[src/design/resp_stream_tokenizer_top_defines.svh]
// Assertion helpers used by the tokenizer output buffer.
`ifndef RESP_STREAM_TOKENIZER_TOP_DEFINES_SVH
`define RESP_STREAM_TOKENIZER_TOP_DEFINES_SVH

// Checks a condition at every clock edge outside reset.
`define RTOK_CHECK(lbl, cond, msg) \
    lbl: assert property (@(posedge aclk) disable iff (!aresetn) (cond)) else $error(msg);

// Checks that a condition in one cycle is followed by another in the next cycle.
`define RTOK_NEXT(lbl, ante, cons, msg) \
    lbl: assert property (@(posedge aclk) disable iff (!aresetn) (ante) |=> (cons)) \
        else $error(msg);

`endif

[src/design/rtok_pkg.sv]
package rtok_pkg;

    typedef enum logic [2:0] {
        PH_TYPE      = 3'd0,
        PH_LINE      = 3'd1,
        PH_LINE_CR   = 3'd2,
        PH_NUM_START = 3'd3,
        PH_NUM_BODY  = 3'd4,
        PH_NUM_CR    = 3'd5,
        PH_BULK      = 3'd6,
        PH_TRAILER   = 3'd7
    } phase_t;

    typedef enum logic [2:0] {
        LT_SIMPLE = 3'd0,
        LT_ERROR  = 3'd1,
        LT_INT    = 3'd4,
        LT_BULK   = 3'd5,
        LT_ARRAY  = 3'd6
    } line_type_t;

    typedef enum logic [3:0] {
        K_SIMPLE = 4'd0,
        K_ERRB   = 4'd1,
        K_BULKB  = 4'd2,
        K_END    = 4'd3,
        K_INT    = 4'd4,
        K_BHDR   = 4'd5,
        K_AHDR   = 4'd6,
        K_NULL   = 4'd7,
        K_FERR   = 4'd8
    } kind_t;

    typedef struct packed {
        kind_t       kind;
        logic [63:0] value;
        logic [7:0]  cbyte;
        logic [3:0]  nest;
        logic        done;
        logic        last;
    } token_t;

    typedef struct packed {
        logic   v0;
        logic   v1;
        token_t t0;
        token_t t1;
    } push_t;

    localparam logic [7:0] CH_PLUS  = 8'h2B;
    localparam logic [7:0] CH_MINUS = 8'h2D;
    localparam logic [7:0] CH_COLON = 8'h3A;
    localparam logic [7:0] CH_DOLLAR = 8'h24;
    localparam logic [7:0] CH_STAR  = 8'h2A;
    localparam logic [7:0] CH_CR    = 8'h0D;
    localparam logic [7:0] CH_LF    = 8'h0A;
    localparam logic [7:0] CH_0     = 8'h30;
    localparam logic [7:0] CH_9     = 8'h39;

    localparam logic [24:0] MAX_BULK_RESET = 25'd16777216;
    localparam logic [13:0] MAX_ARR_RESET  = 14'd10000;

    // Largest accumulator that still takes one more digit without overflow.
    localparam logic [63:0] NUM_Q = 64'd922337203685477580;

    function automatic token_t mk_token(kind_t k, logic [63:0] v, logic [7:0] b,
                                        logic [3:0] n, logic d);
        token_t t;
        t.kind  = k;
        t.value = v;
        t.cbyte = b;
        t.nest  = n;
        t.done  = d;
        t.last  = 1'b0;
        return t;
    endfunction

endpackage

[src/design/rtok_core.sv]
module rtok_core import rtok_pkg::*; #(
    parameter int MAX_DEPTH = 8
) (
    input  logic        aclk,
    input  logic        aresetn,
    input  logic        in_valid,
    input  logic [7:0]  in_byte,
    input  logic [24:0] max_bulk,
    input  logic [13:0] max_arr,
    output push_t       push
);

    localparam int LVL_W = $clog2(MAX_DEPTH + 1);
    localparam int IDX_W = (MAX_DEPTH > 1) ? $clog2(MAX_DEPTH) : 1;
    localparam logic [LVL_W-1:0] LVL_MAX = LVL_W'(MAX_DEPTH);

    phase_t             phase_reg, phase_next;
    line_type_t         lt_reg, lt_next;
    logic [63:0]        acc_reg, acc_next;
    logic               neg_reg, neg_next;
    logic               seen_reg, seen_next;
    logic [24:0]        bulk_reg, bulk_next;
    logic [LVL_W-1:0]   lvl_reg, lvl_next;
    logic [13:0]        stack_reg [MAX_DEPTH];
    logic [MAX_DEPTH-1:0] ones_reg;

    logic               st_we;
    logic [IDX_W-1:0]   st_idx;
    logic [13:0]        st_wd;

    logic               found;
    logic [IDX_W-1:0]   sel;
    logic [LVL_W-1:0]   cmp_lvl;
    logic [3:0]         nest_cur;
    kind_t              ck;
    logic [3:0]         dig;
    logic [63:0]        thr;
    logic [63:0]        acc10;
    logic [63:0]        m;
    logic               negv;
    logic [63:0]        sval;
    logic               ferr;
    logic               cmpl;
    kind_t              cmpl_kind;
    logic [63:0]        cmpl_val;
    logic               is_digit;
    push_t              p;

    always_comb begin
        found = 1'b0;
        sel   = '0;
        for (int k = 0; k < MAX_DEPTH; k++) begin
            if ((LVL_W'(k) < lvl_reg) && !ones_reg[k]) begin
                found = 1'b1;
                sel   = IDX_W'(k);
            end
        end
        cmp_lvl = found ? (LVL_W'(sel) + LVL_W'(1)) : '0;
    end

    assign nest_cur = 4'(lvl_reg);
    assign ck       = (lt_reg == LT_ERROR) ? K_ERRB : K_SIMPLE;
    assign is_digit = (in_byte >= CH_0) && (in_byte <= CH_9);
    assign dig      = 4'(in_byte - CH_0);
    assign thr      = (dig > (neg_reg ? 4'd8 : 4'd7)) ? (NUM_Q - 64'd1) : NUM_Q;
    assign acc10    = (acc_reg << 3) + (acc_reg << 1) + 64'(dig);
    assign m        = acc_reg;
    assign negv     = neg_reg && (m != 64'd0);
    assign sval     = negv ? (64'd0 - m) : m;

    always_comb begin
        phase_next = phase_reg;
        lt_next    = lt_reg;
        acc_next   = acc_reg;
        neg_next   = neg_reg;
        seen_next  = seen_reg;
        bulk_next  = bulk_reg;
        lvl_next   = lvl_reg;
        st_we      = 1'b0;
        st_idx     = sel;
        st_wd      = stack_reg[sel] - 14'd1;
        ferr       = 1'b0;
        cmpl       = 1'b0;
        cmpl_kind  = K_END;
        cmpl_val   = 64'd0;
        p          = '0;

        case (phase_reg)
            PH_TYPE: begin
                acc_next  = 64'd0;
                neg_next  = 1'b0;
                seen_next = 1'b0;
                if (in_byte == CH_PLUS) begin
                    lt_next = LT_SIMPLE;
                    phase_next = PH_LINE;
                end else if (in_byte == CH_MINUS) begin
                    lt_next = LT_ERROR;
                    phase_next = PH_LINE;
                end else if (in_byte == CH_COLON) begin
                    lt_next = LT_INT;
                    phase_next = PH_NUM_START;
                end else if (in_byte == CH_DOLLAR) begin
                    lt_next = LT_BULK;
                    phase_next = PH_NUM_START;
                end else if (in_byte == CH_STAR) begin
                    lt_next = LT_ARRAY;
                    phase_next = PH_NUM_START;
                end else begin
                    ferr = 1'b1;
                end
            end
            PH_LINE: begin
                if (in_byte == CH_CR) begin
                    phase_next = PH_LINE_CR;
                end else begin
                    p.v0 = 1'b1;
                    p.t0 = mk_token(ck, 64'd0, in_byte, nest_cur, 1'b0);
                end
            end
            PH_LINE_CR: begin
                if (in_byte == CH_LF) begin
                    cmpl = 1'b1;
                    cmpl_kind = K_END;
                end else begin
                    p.v0 = 1'b1;
                    p.t0 = mk_token(ck, 64'd0, CH_CR, nest_cur, 1'b0);
                    if (in_byte != CH_CR) begin
                        p.v1 = 1'b1;
                        p.t1 = mk_token(ck, 64'd0, in_byte, nest_cur, 1'b0);
                        phase_next = PH_LINE;
                    end
                end
            end
            PH_NUM_START, PH_NUM_BODY: begin
                if ((phase_reg == PH_NUM_START) &&
                    ((in_byte == CH_PLUS) || (in_byte == CH_MINUS))) begin
                    neg_next = (in_byte == CH_MINUS);
                    phase_next = PH_NUM_BODY;
                end else if (is_digit) begin
                    if (acc_reg > thr) begin
                        ferr = 1'b1;
                    end else begin
                        acc_next = acc10;
                        seen_next = 1'b1;
                        phase_next = PH_NUM_BODY;
                    end
                end else if ((phase_reg == PH_NUM_BODY) && (in_byte == CH_CR) && seen_reg) begin
                    phase_next = PH_NUM_CR;
                end else begin
                    ferr = 1'b1;
                end
            end
            PH_NUM_CR: begin
                if (in_byte != CH_LF) begin
                    ferr = 1'b1;
                end else begin
                    acc_next  = 64'd0;
                    neg_next  = 1'b0;
                    seen_next = 1'b0;
                    if (lt_reg == LT_INT) begin
                        cmpl = 1'b1;
                        cmpl_kind = K_INT;
                        cmpl_val = sval;
                    end else if (negv && (m == 64'd1)) begin
                        cmpl = 1'b1;
                        cmpl_kind = K_NULL;
                        cmpl_val = sval;
                    end else if (lt_reg == LT_BULK) begin
                        if (negv || (m > {39'd0, max_bulk})) begin
                            ferr = 1'b1;
                        end else begin
                            p.v0 = 1'b1;
                            p.t0 = mk_token(K_BHDR, sval, 8'd0, nest_cur, 1'b0);
                            if (m != 64'd0) begin
                                bulk_next = m[24:0];
                                phase_next = PH_BULK;
                            end else begin
                                bulk_next = 25'd2;
                                phase_next = PH_TRAILER;
                            end
                        end
                    end else begin
                        if (negv || (m > {50'd0, max_arr})) begin
                            ferr = 1'b1;
                        end else if (m == 64'd0) begin
                            cmpl = 1'b1;
                            cmpl_kind = K_AHDR;
                        end else if (lvl_reg >= LVL_MAX) begin
                            ferr = 1'b1;
                        end else begin
                            p.v0 = 1'b1;
                            p.t0 = mk_token(K_AHDR, sval, 8'd0, nest_cur, 1'b0);
                            st_we = 1'b1;
                            st_idx = IDX_W'(lvl_reg);
                            st_wd = m[13:0];
                            lvl_next = lvl_reg + LVL_W'(1);
                            phase_next = PH_TYPE;
                        end
                    end
                end
            end
            PH_BULK: begin
                p.v0 = 1'b1;
                p.t0 = mk_token(K_BULKB, 64'd0, in_byte, nest_cur, 1'b0);
                bulk_next = bulk_reg - 25'd1;
                if (bulk_next == 25'd0) begin
                    bulk_next = 25'd2;
                    phase_next = PH_TRAILER;
                end
            end
            default: begin
                bulk_next = bulk_reg - 25'd1;
                if (bulk_next == 25'd0) begin
                    cmpl = 1'b1;
                    cmpl_kind = K_END;
                end
            end
        endcase

        if (cmpl) begin
            p.v0 = 1'b1;
            p.t0 = mk_token(cmpl_kind, cmpl_val, 8'd0, nest_cur, cmp_lvl == '0);
            lvl_next = cmp_lvl;
            phase_next = PH_TYPE;
            st_we = found;
            st_idx = sel;
            st_wd = stack_reg[sel] - 14'd1;
        end

        if (ferr) begin
            p = '0;
            p.v0 = 1'b1;
            p.t0 = mk_token(K_FERR, 64'd0, 8'd0, nest_cur, 1'b0);
            lvl_next = '0;
            phase_next = PH_TYPE;
            bulk_next = 25'd0;
            acc_next = 64'd0;
            neg_next = 1'b0;
            seen_next = 1'b0;
            st_we = 1'b0;
        end

        if (p.v1) begin
            p.t1.last = 1'b1;
        end else begin
            p.t0.last = 1'b1;
        end
        p.v0 = p.v0 & in_valid;
        p.v1 = p.v1 & in_valid;
    end

    assign push = p;

    always_ff @(posedge aclk) begin
        if (!aresetn) begin
            phase_reg <= PH_TYPE;
            lt_reg    <= LT_SIMPLE;
            acc_reg   <= 64'd0;
            neg_reg   <= 1'b0;
            seen_reg  <= 1'b0;
            bulk_reg  <= 25'd0;
            lvl_reg   <= '0;
        end else if (in_valid) begin
            phase_reg <= phase_next;
            lt_reg    <= lt_next;
            acc_reg   <= acc_next;
            neg_reg   <= neg_next;
            seen_reg  <= seen_next;
            bulk_reg  <= bulk_next;
            lvl_reg   <= lvl_next;
        end
    end

    always_ff @(posedge aclk) begin
        if (in_valid && st_we) begin
            stack_reg[st_idx] <= st_wd;
            ones_reg[st_idx]  <= (st_wd == 14'd1);
        end
    end

endmodule

[src/design/rtok_fifo.sv]
module rtok_fifo import rtok_pkg::*; (
    input  logic   aclk,
    input  logic   aresetn,
    input  push_t  push,
    output logic   room,
    output logic   out_valid,
    input  logic   out_ready,
    output token_t out_tok
);

    `include "resp_stream_tokenizer_top_defines.svh"

    token_t      mem_reg [4];
    logic [1:0]  wr_ptr_reg;
    logic [1:0]  rd_ptr_reg;
    logic [2:0]  count_reg;
    logic [2:0]  count_next;
    logic        pop;
    logic [2:0]  n_push;

    assign room      = (count_reg <= 3'd2);
    assign out_valid = (count_reg != 3'd0);
    assign out_tok   = mem_reg[rd_ptr_reg];
    assign pop       = out_valid && out_ready;
    assign n_push    = {2'b00, push.v0} + {2'b00, push.v1};
    assign count_next = count_reg + n_push - {2'b00, pop};

    always_ff @(posedge aclk) begin
        if (!aresetn) begin
            wr_ptr_reg <= 2'd0;
            rd_ptr_reg <= 2'd0;
            count_reg  <= 3'd0;
        end else begin
            wr_ptr_reg <= wr_ptr_reg + n_push[1:0];
            rd_ptr_reg <= rd_ptr_reg + {1'b0, pop};
            count_reg  <= count_next;
        end
    end

    always_ff @(posedge aclk) begin
        if (push.v0) begin
            mem_reg[wr_ptr_reg] <= push.t0;
        end
        if (push.v1) begin
            mem_reg[wr_ptr_reg + 2'd1] <= push.t1;
        end
    end

    `RTOK_CHECK(a_count_bound, count_reg <= 3'd4, "Output buffer count exceeds its depth.")
    `RTOK_CHECK(a_push_room, (n_push == 3'd0) || (({1'b0, count_reg} + {1'b0, n_push}) <= 4'd4), "Push overruns the output buffer.")
    `RTOK_CHECK(a_pair_order, !push.v1 || (push.v0 && push.t1.last && !push.t0.last), "Second result of a byte is malformed.")
    `RTOK_NEXT(a_count_track, (n_push == 3'd0) && pop, count_reg == ($past(count_reg) - 3'd1), "Count did not follow a pop.")

endmodule

[src/design/resp_stream_tokenizer_top.sv]
// Each result of an accepted byte is registered into the output buffer, and results are
// offered from its head in order; a second result of the same byte follows the first.
// Throughput: one input byte per cycle while the four-entry output buffer holds at most
// two results; results leave it at one per cycle while m_tready is high.
// Reset: aresetn is synchronous and active low; it empties the buffer, restores both
// limits and returns the parser to waiting for a type byte.
module resp_stream_tokenizer_top import rtok_pkg::*; #(
    parameter int MAX_DEPTH = 8
) (
    input  logic        aclk,
    input  logic        aresetn,
    input  logic        s_tvalid,
    output logic        s_tready,
    input  logic [7:0]  s_tdata,     // in_byte
    output logic        m_tvalid,
    input  logic        m_tready,
    output logic [79:0] m_tdata,     // token_value, content_byte, nest_level, frame_done, zeros
    output logic [3:0]  m_tuser,     // token_kind
    output logic        m_tlast,
    input  logic        cfg_valid,
    output logic        cfg_ready,
    input  logic        cfg_index,
    input  logic [24:0] cfg_data
);

    logic [24:0] max_bulk_reg;
    logic [13:0] max_arr_reg;
    logic        accept;
    push_t       push;
    token_t      tok;

    assign cfg_ready = 1'b1;
    assign accept    = s_tvalid && s_tready;

    always_ff @(posedge aclk) begin
        if (!aresetn) begin
            max_bulk_reg <= MAX_BULK_RESET;
            max_arr_reg  <= MAX_ARR_RESET;
        end else if (cfg_valid) begin
            if (cfg_index == 1'b0) begin
                max_bulk_reg <= cfg_data;
            end else begin
                max_arr_reg <= cfg_data[13:0];
            end
        end
    end

    rtok_core #(.MAX_DEPTH(MAX_DEPTH)) u_core (
        .aclk     (aclk),
        .aresetn  (aresetn),
        .in_valid (accept),
        .in_byte  (s_tdata),
        .max_bulk (max_bulk_reg),
        .max_arr  (max_arr_reg),
        .push     (push)
    );

    rtok_fifo u_fifo (
        .aclk      (aclk),
        .aresetn   (aresetn),
        .push      (push),
        .room      (s_tready),
        .out_valid (m_tvalid),
        .out_ready (m_tready),
        .out_tok   (tok)
    );

    assign m_tdata = {3'd0, tok.done, tok.nest, tok.cbyte, tok.value};
    assign m_tuser = tok.kind;
    assign m_tlast = tok.last;

endmodule
[config.mk]
export PLATFORM = sky130hd
export DESIGN_NAME = resp_stream_tokenizer_top
export DESIGN_NICKNAME = d
export VERILOG_FILES = /design/src/design/rtok_pkg.sv /design/src/design/rtok_core.sv /design/src/design/rtok_fifo.sv /design/src/design/resp_stream_tokenizer_top.sv
export VERILOG_INCLUDE_DIRS = /design/src /design/src/design
export SDC_FILE = /design/constraint.sdc
export NUM_CORES = 2
export LEC_CHECK = 0
export ABC_AREA = 1
export BUFFER_PORTS_ARGS = -buffer_cell sky130_fd_sc_hd__buf_2
export CAP_MARGIN = 20
export CORE_ASPECT_RATIO = 0.7
export CORE_UTILIZATION = 63
export DETAILED_ROUTE_END_ITERATION = 16
export GPL_TIMING_DRIVEN = 1
export PLACE_DENSITY_LB_ADDON = 0.05
export SYNTH_ARGS = -nofsm -noshare
export SYNTH_HDL_FRONTEND = slang
export SYNTH_SLANG_ARGS = --single-unit
[constraint.sdc]
create_clock -name aclk -period 4.8 [get_ports aclk]
set_clock_uncertainty 0.05 [all_clocks]
set_input_delay 0.96 -clock aclk [delete_from_list [all_inputs] [get_ports aclk]]
set_output_delay 0.96 -clock aclk [all_outputs]
set_load 0.03 [all_outputs]
==> key figures <==
STA
  – Max Freq: 223 MHz
  – Slack of the critical path: 0.322 ns
  – Unrepaired setup endpoints after global routing: false
  – Number of max-slew violations in the final report: 0
  – Final hold violation count: 0
  – Worst-case headroom to the max-slew limit: 29.8%
  – Total of endpoints with negative setup slack in the final report: 0
  – Tcrit/Tclk final: 93.3%
  – Final critical path time including I/O delays and setup: 4.48 ns
  – Worst-margin pin slew: 1.05 ns

Pwr
  – Total power: 21.4 mW
  – Clock share of power: 21.9%
  – Int Pwr: 11.8 mW
  – Worst supply voltage drop on vdd: 0.457 mV
  – Switching share of total power: 44.8%
  – Power Dens Cells: 544 nW/um^2
  – Combinational group share of total power: 46.8%
  – Share of power burned in registers: 31.2%
  – Leakage power of the design: 18.5 nW
  – Reported net switching power: 9.61 mW

GRT
  – Vias in the first global route: 30,718
  – Number of antenna violations at the first check in global routing: 2
  – Largest net degree at the start of global routing: 146
  – First-pass GRT wire length: 173 mm
  – Tot GR Track Use: 38.2%
  – Leftover overflow at the end of global routing: 0

Place
  – RD Place Congestion: 1.01
  – Placed cells: 5,851
  – I/O Buffers: 122
  – Setup slack at placement: -0.268 ns
  – Post-DP HPWL: 79.2 mm

Route
  – Vias per std cell: 5.80
  – Detailed-route wire length: 111 mm
  – Average detailed-routed wire length per instance: 18.6 um
  – Count of nets left with antenna violations after detail routing: 0
  – Drt pass-1 iters: 6
  – Remaining routing DRC violations: 0
  – 1st-iter DRT viols: 4,198
  – Count of vias placed by the detailed router: 34,539

Floorplan
  – Ports: 127
  – Die X-Extent: 285 um
  – Initial core utilization: 63.8%
  – Std-Cell Core Area: 55,300 sq um
  – Height of the die: 200 um
  – Die Footprint: 57,000 sq um
  – # rows: 72

Setup path
  – Kind of critical path: in2reg
  – Critical path's top delay family: adder cells
  – Buffering stage count on the worst path with inverters included: 8
  – Depth of the critical timing path with buffers and inverters included: 30
  – Worst path required time: 5.29 ns
  – Slowest library cell on the worst path: fa_1
  – Critical Path Source Type: primary input
  – Critical path arrival: 4.96 ns
  – Critical path fanouts, max: 2
  – Maximum single-stage delay on the critical path: 0.43 ns
  – R2R depth: 30
  – Endpoint type of the worst setup path: flop
  – Reg-to-reg setup timing slack: 0.35 ns
  – Cell mode on critical path: inv_1

Synth
  – Post-Synthesis Cell Area: 35,300 sq um
  – Number of warnings issued by yosys: 0
  – Register area share after synthesis: 38.8%
  – Largest area contributor in the synthesized netlist: dfxtp_1
  – Area share of the leading cell type in the synthesized netlist: 23.8%
  – Flops & latches, synth: 595
  – Number of distinct standard cells referenced by the synthesized netlist: 63
  – Ys async rst share: 0%
  – Post-synthesis cell count: 5,017
  – Top cells by instance count after synthesis: nand2_1, nor2_1, inv_1
  – Number of enable flip-flop cells after synthesis: 176
  – Synth top area cells: dfxtp_1, nand2_1, edfxtp_1, a21oi_1, ha_1
  – Commonest register cell after synthesis: dfxtp_1
  – Syn Area/Cell: 7.03 sq um
  – Most used standard cell by instance count after synthesis: nand2_1

Worst hold path
  – Kind of path behind the tightest hold check: reg2reg
  – Number of stages on the worst hold path: 2

Cells and area
  – Final standard cell utilization of the core: 71.3%
  – Flip-flop count of the largest register after layout: 328
  – Area growth syn-to-layout: 11.9%
  – Fraction of layout instances using a drive strength above 1: 9.84%
  – Non-filler cells, final: 5,955
  – Fillcell total: 4,685
  – N_diodes: 0
  – Final layout net count: 5,393

Clocking
  – Num CTS Buffers: 55
  – Insertion delay of the later-clocked pin in the worst-skew pair: 0.65 ns
  – H-tree depth: 2
  – Clock net sink count: 595
  – Max clock buf depth: 3
  – Clk root buf: clkbuf_16
  – Clk pin slew, worst setup/hold paths: 0.07 ns
  – Post-CTS Setup Inserts: 0
  – TritonCTS clock tree: done

Status
  – Outcome: completed

Run
  – Max capacitance violation total: 0
-- power groups by stage --
stage / Clock, mW / Sequential [mW] / Combinational (mW)
after floorplan: 0 / 6.69 / 6.73
after detailed placement: 0 / 6.80 / 9.74
final: 4.70 / 6.70 / 10.0
after global routing: 4.93 / 6.74 / 11.0
after global placement: 0 / 6.78 / 9.66
after CTS: 4.72 / 6.69 / 9.82
-- metrics by stage --
step,hold slack [ns],area (sq um),TNS (ns)
3_5_place_dp,0.382,37500,-1.03
4_1_cts,0.396,39400,0
2_1_floorplan,0.364,35300,0
3_3_place_gp,0.378,37500,-0.170
5_1_grt,0.407,39500,0
6_report,0.396,39500,0
-- cells by family (layout without fill, tap and decap cells) --
group,after synthesis,count (layout),share of synthesized area (%)
and+or+nand+nor,2387,2387,28.2
AOI/OAI and AO/OA,965,965,14.6
buffers and inverters,760,956,8.77
DFF,595,595,38.8
adders and majority gates,185,185,6.63
xor gates and xnor gates,123,123,3.05
other,2,4,0.0213
-- tightest hold or removal path, cell delays in order (launching register included) --
cell and delay, ns:
dfxtp_1 0.31, nand2_1 0.06, nand2_1 0.04
-- metal layers --
metal	up-vias	wire length [um]	GRT usage [%]
met3	192	12800	6.57
li1	16642	-	-
met2	1780	45500	55.2
met1	15923	49600	58.0
met5	-	13	0
met4	2	2990	10.8
-- final timing paths --
path | from | endpoint
hold reg to reg | u_fifo.mem_reg[2][61] | u_fifo.mem_reg[2][61]
setup reg to reg | u_core.neg_reg | u_fifo.count_reg[2]
setup / recovery | s_tdata[3] | u_fifo.count_reg[2]
hold / removal | u_fifo.mem_reg[2][61] | u_fifo.mem_reg[2][61]
-- cell type report --
type	count	area [sq um]	area share, %
Clock buffer	70	1510	3.83
Clock inverter	33	405	1.03
Inverter	532	2000	5.08
Multi-Input combinational cell	3664	18500	47.0
Sequential cell	595	13700	34.7
Tap cell	740	926	2.35
Timing Repair Buffer	321	2400	6.08
-- layout by cell type, fill, tap and decap left out, types with 171 or more instances in the layout --
cell and n:
a21oi_1 486, buf_4 176, dfxtp_1 418, edfxtp_1 176, ha_1 182, inv_1 509
nand2_1 1424, nand3_1 171, nor2_1 541, o21ai_0 318
-- repair_timing --
action	4_1_cts	5_1_grt
setup endpoints to repair	0	1
resized for setup	0	2
hold buffers	0	0
Power figures use the tool's default switching activity.
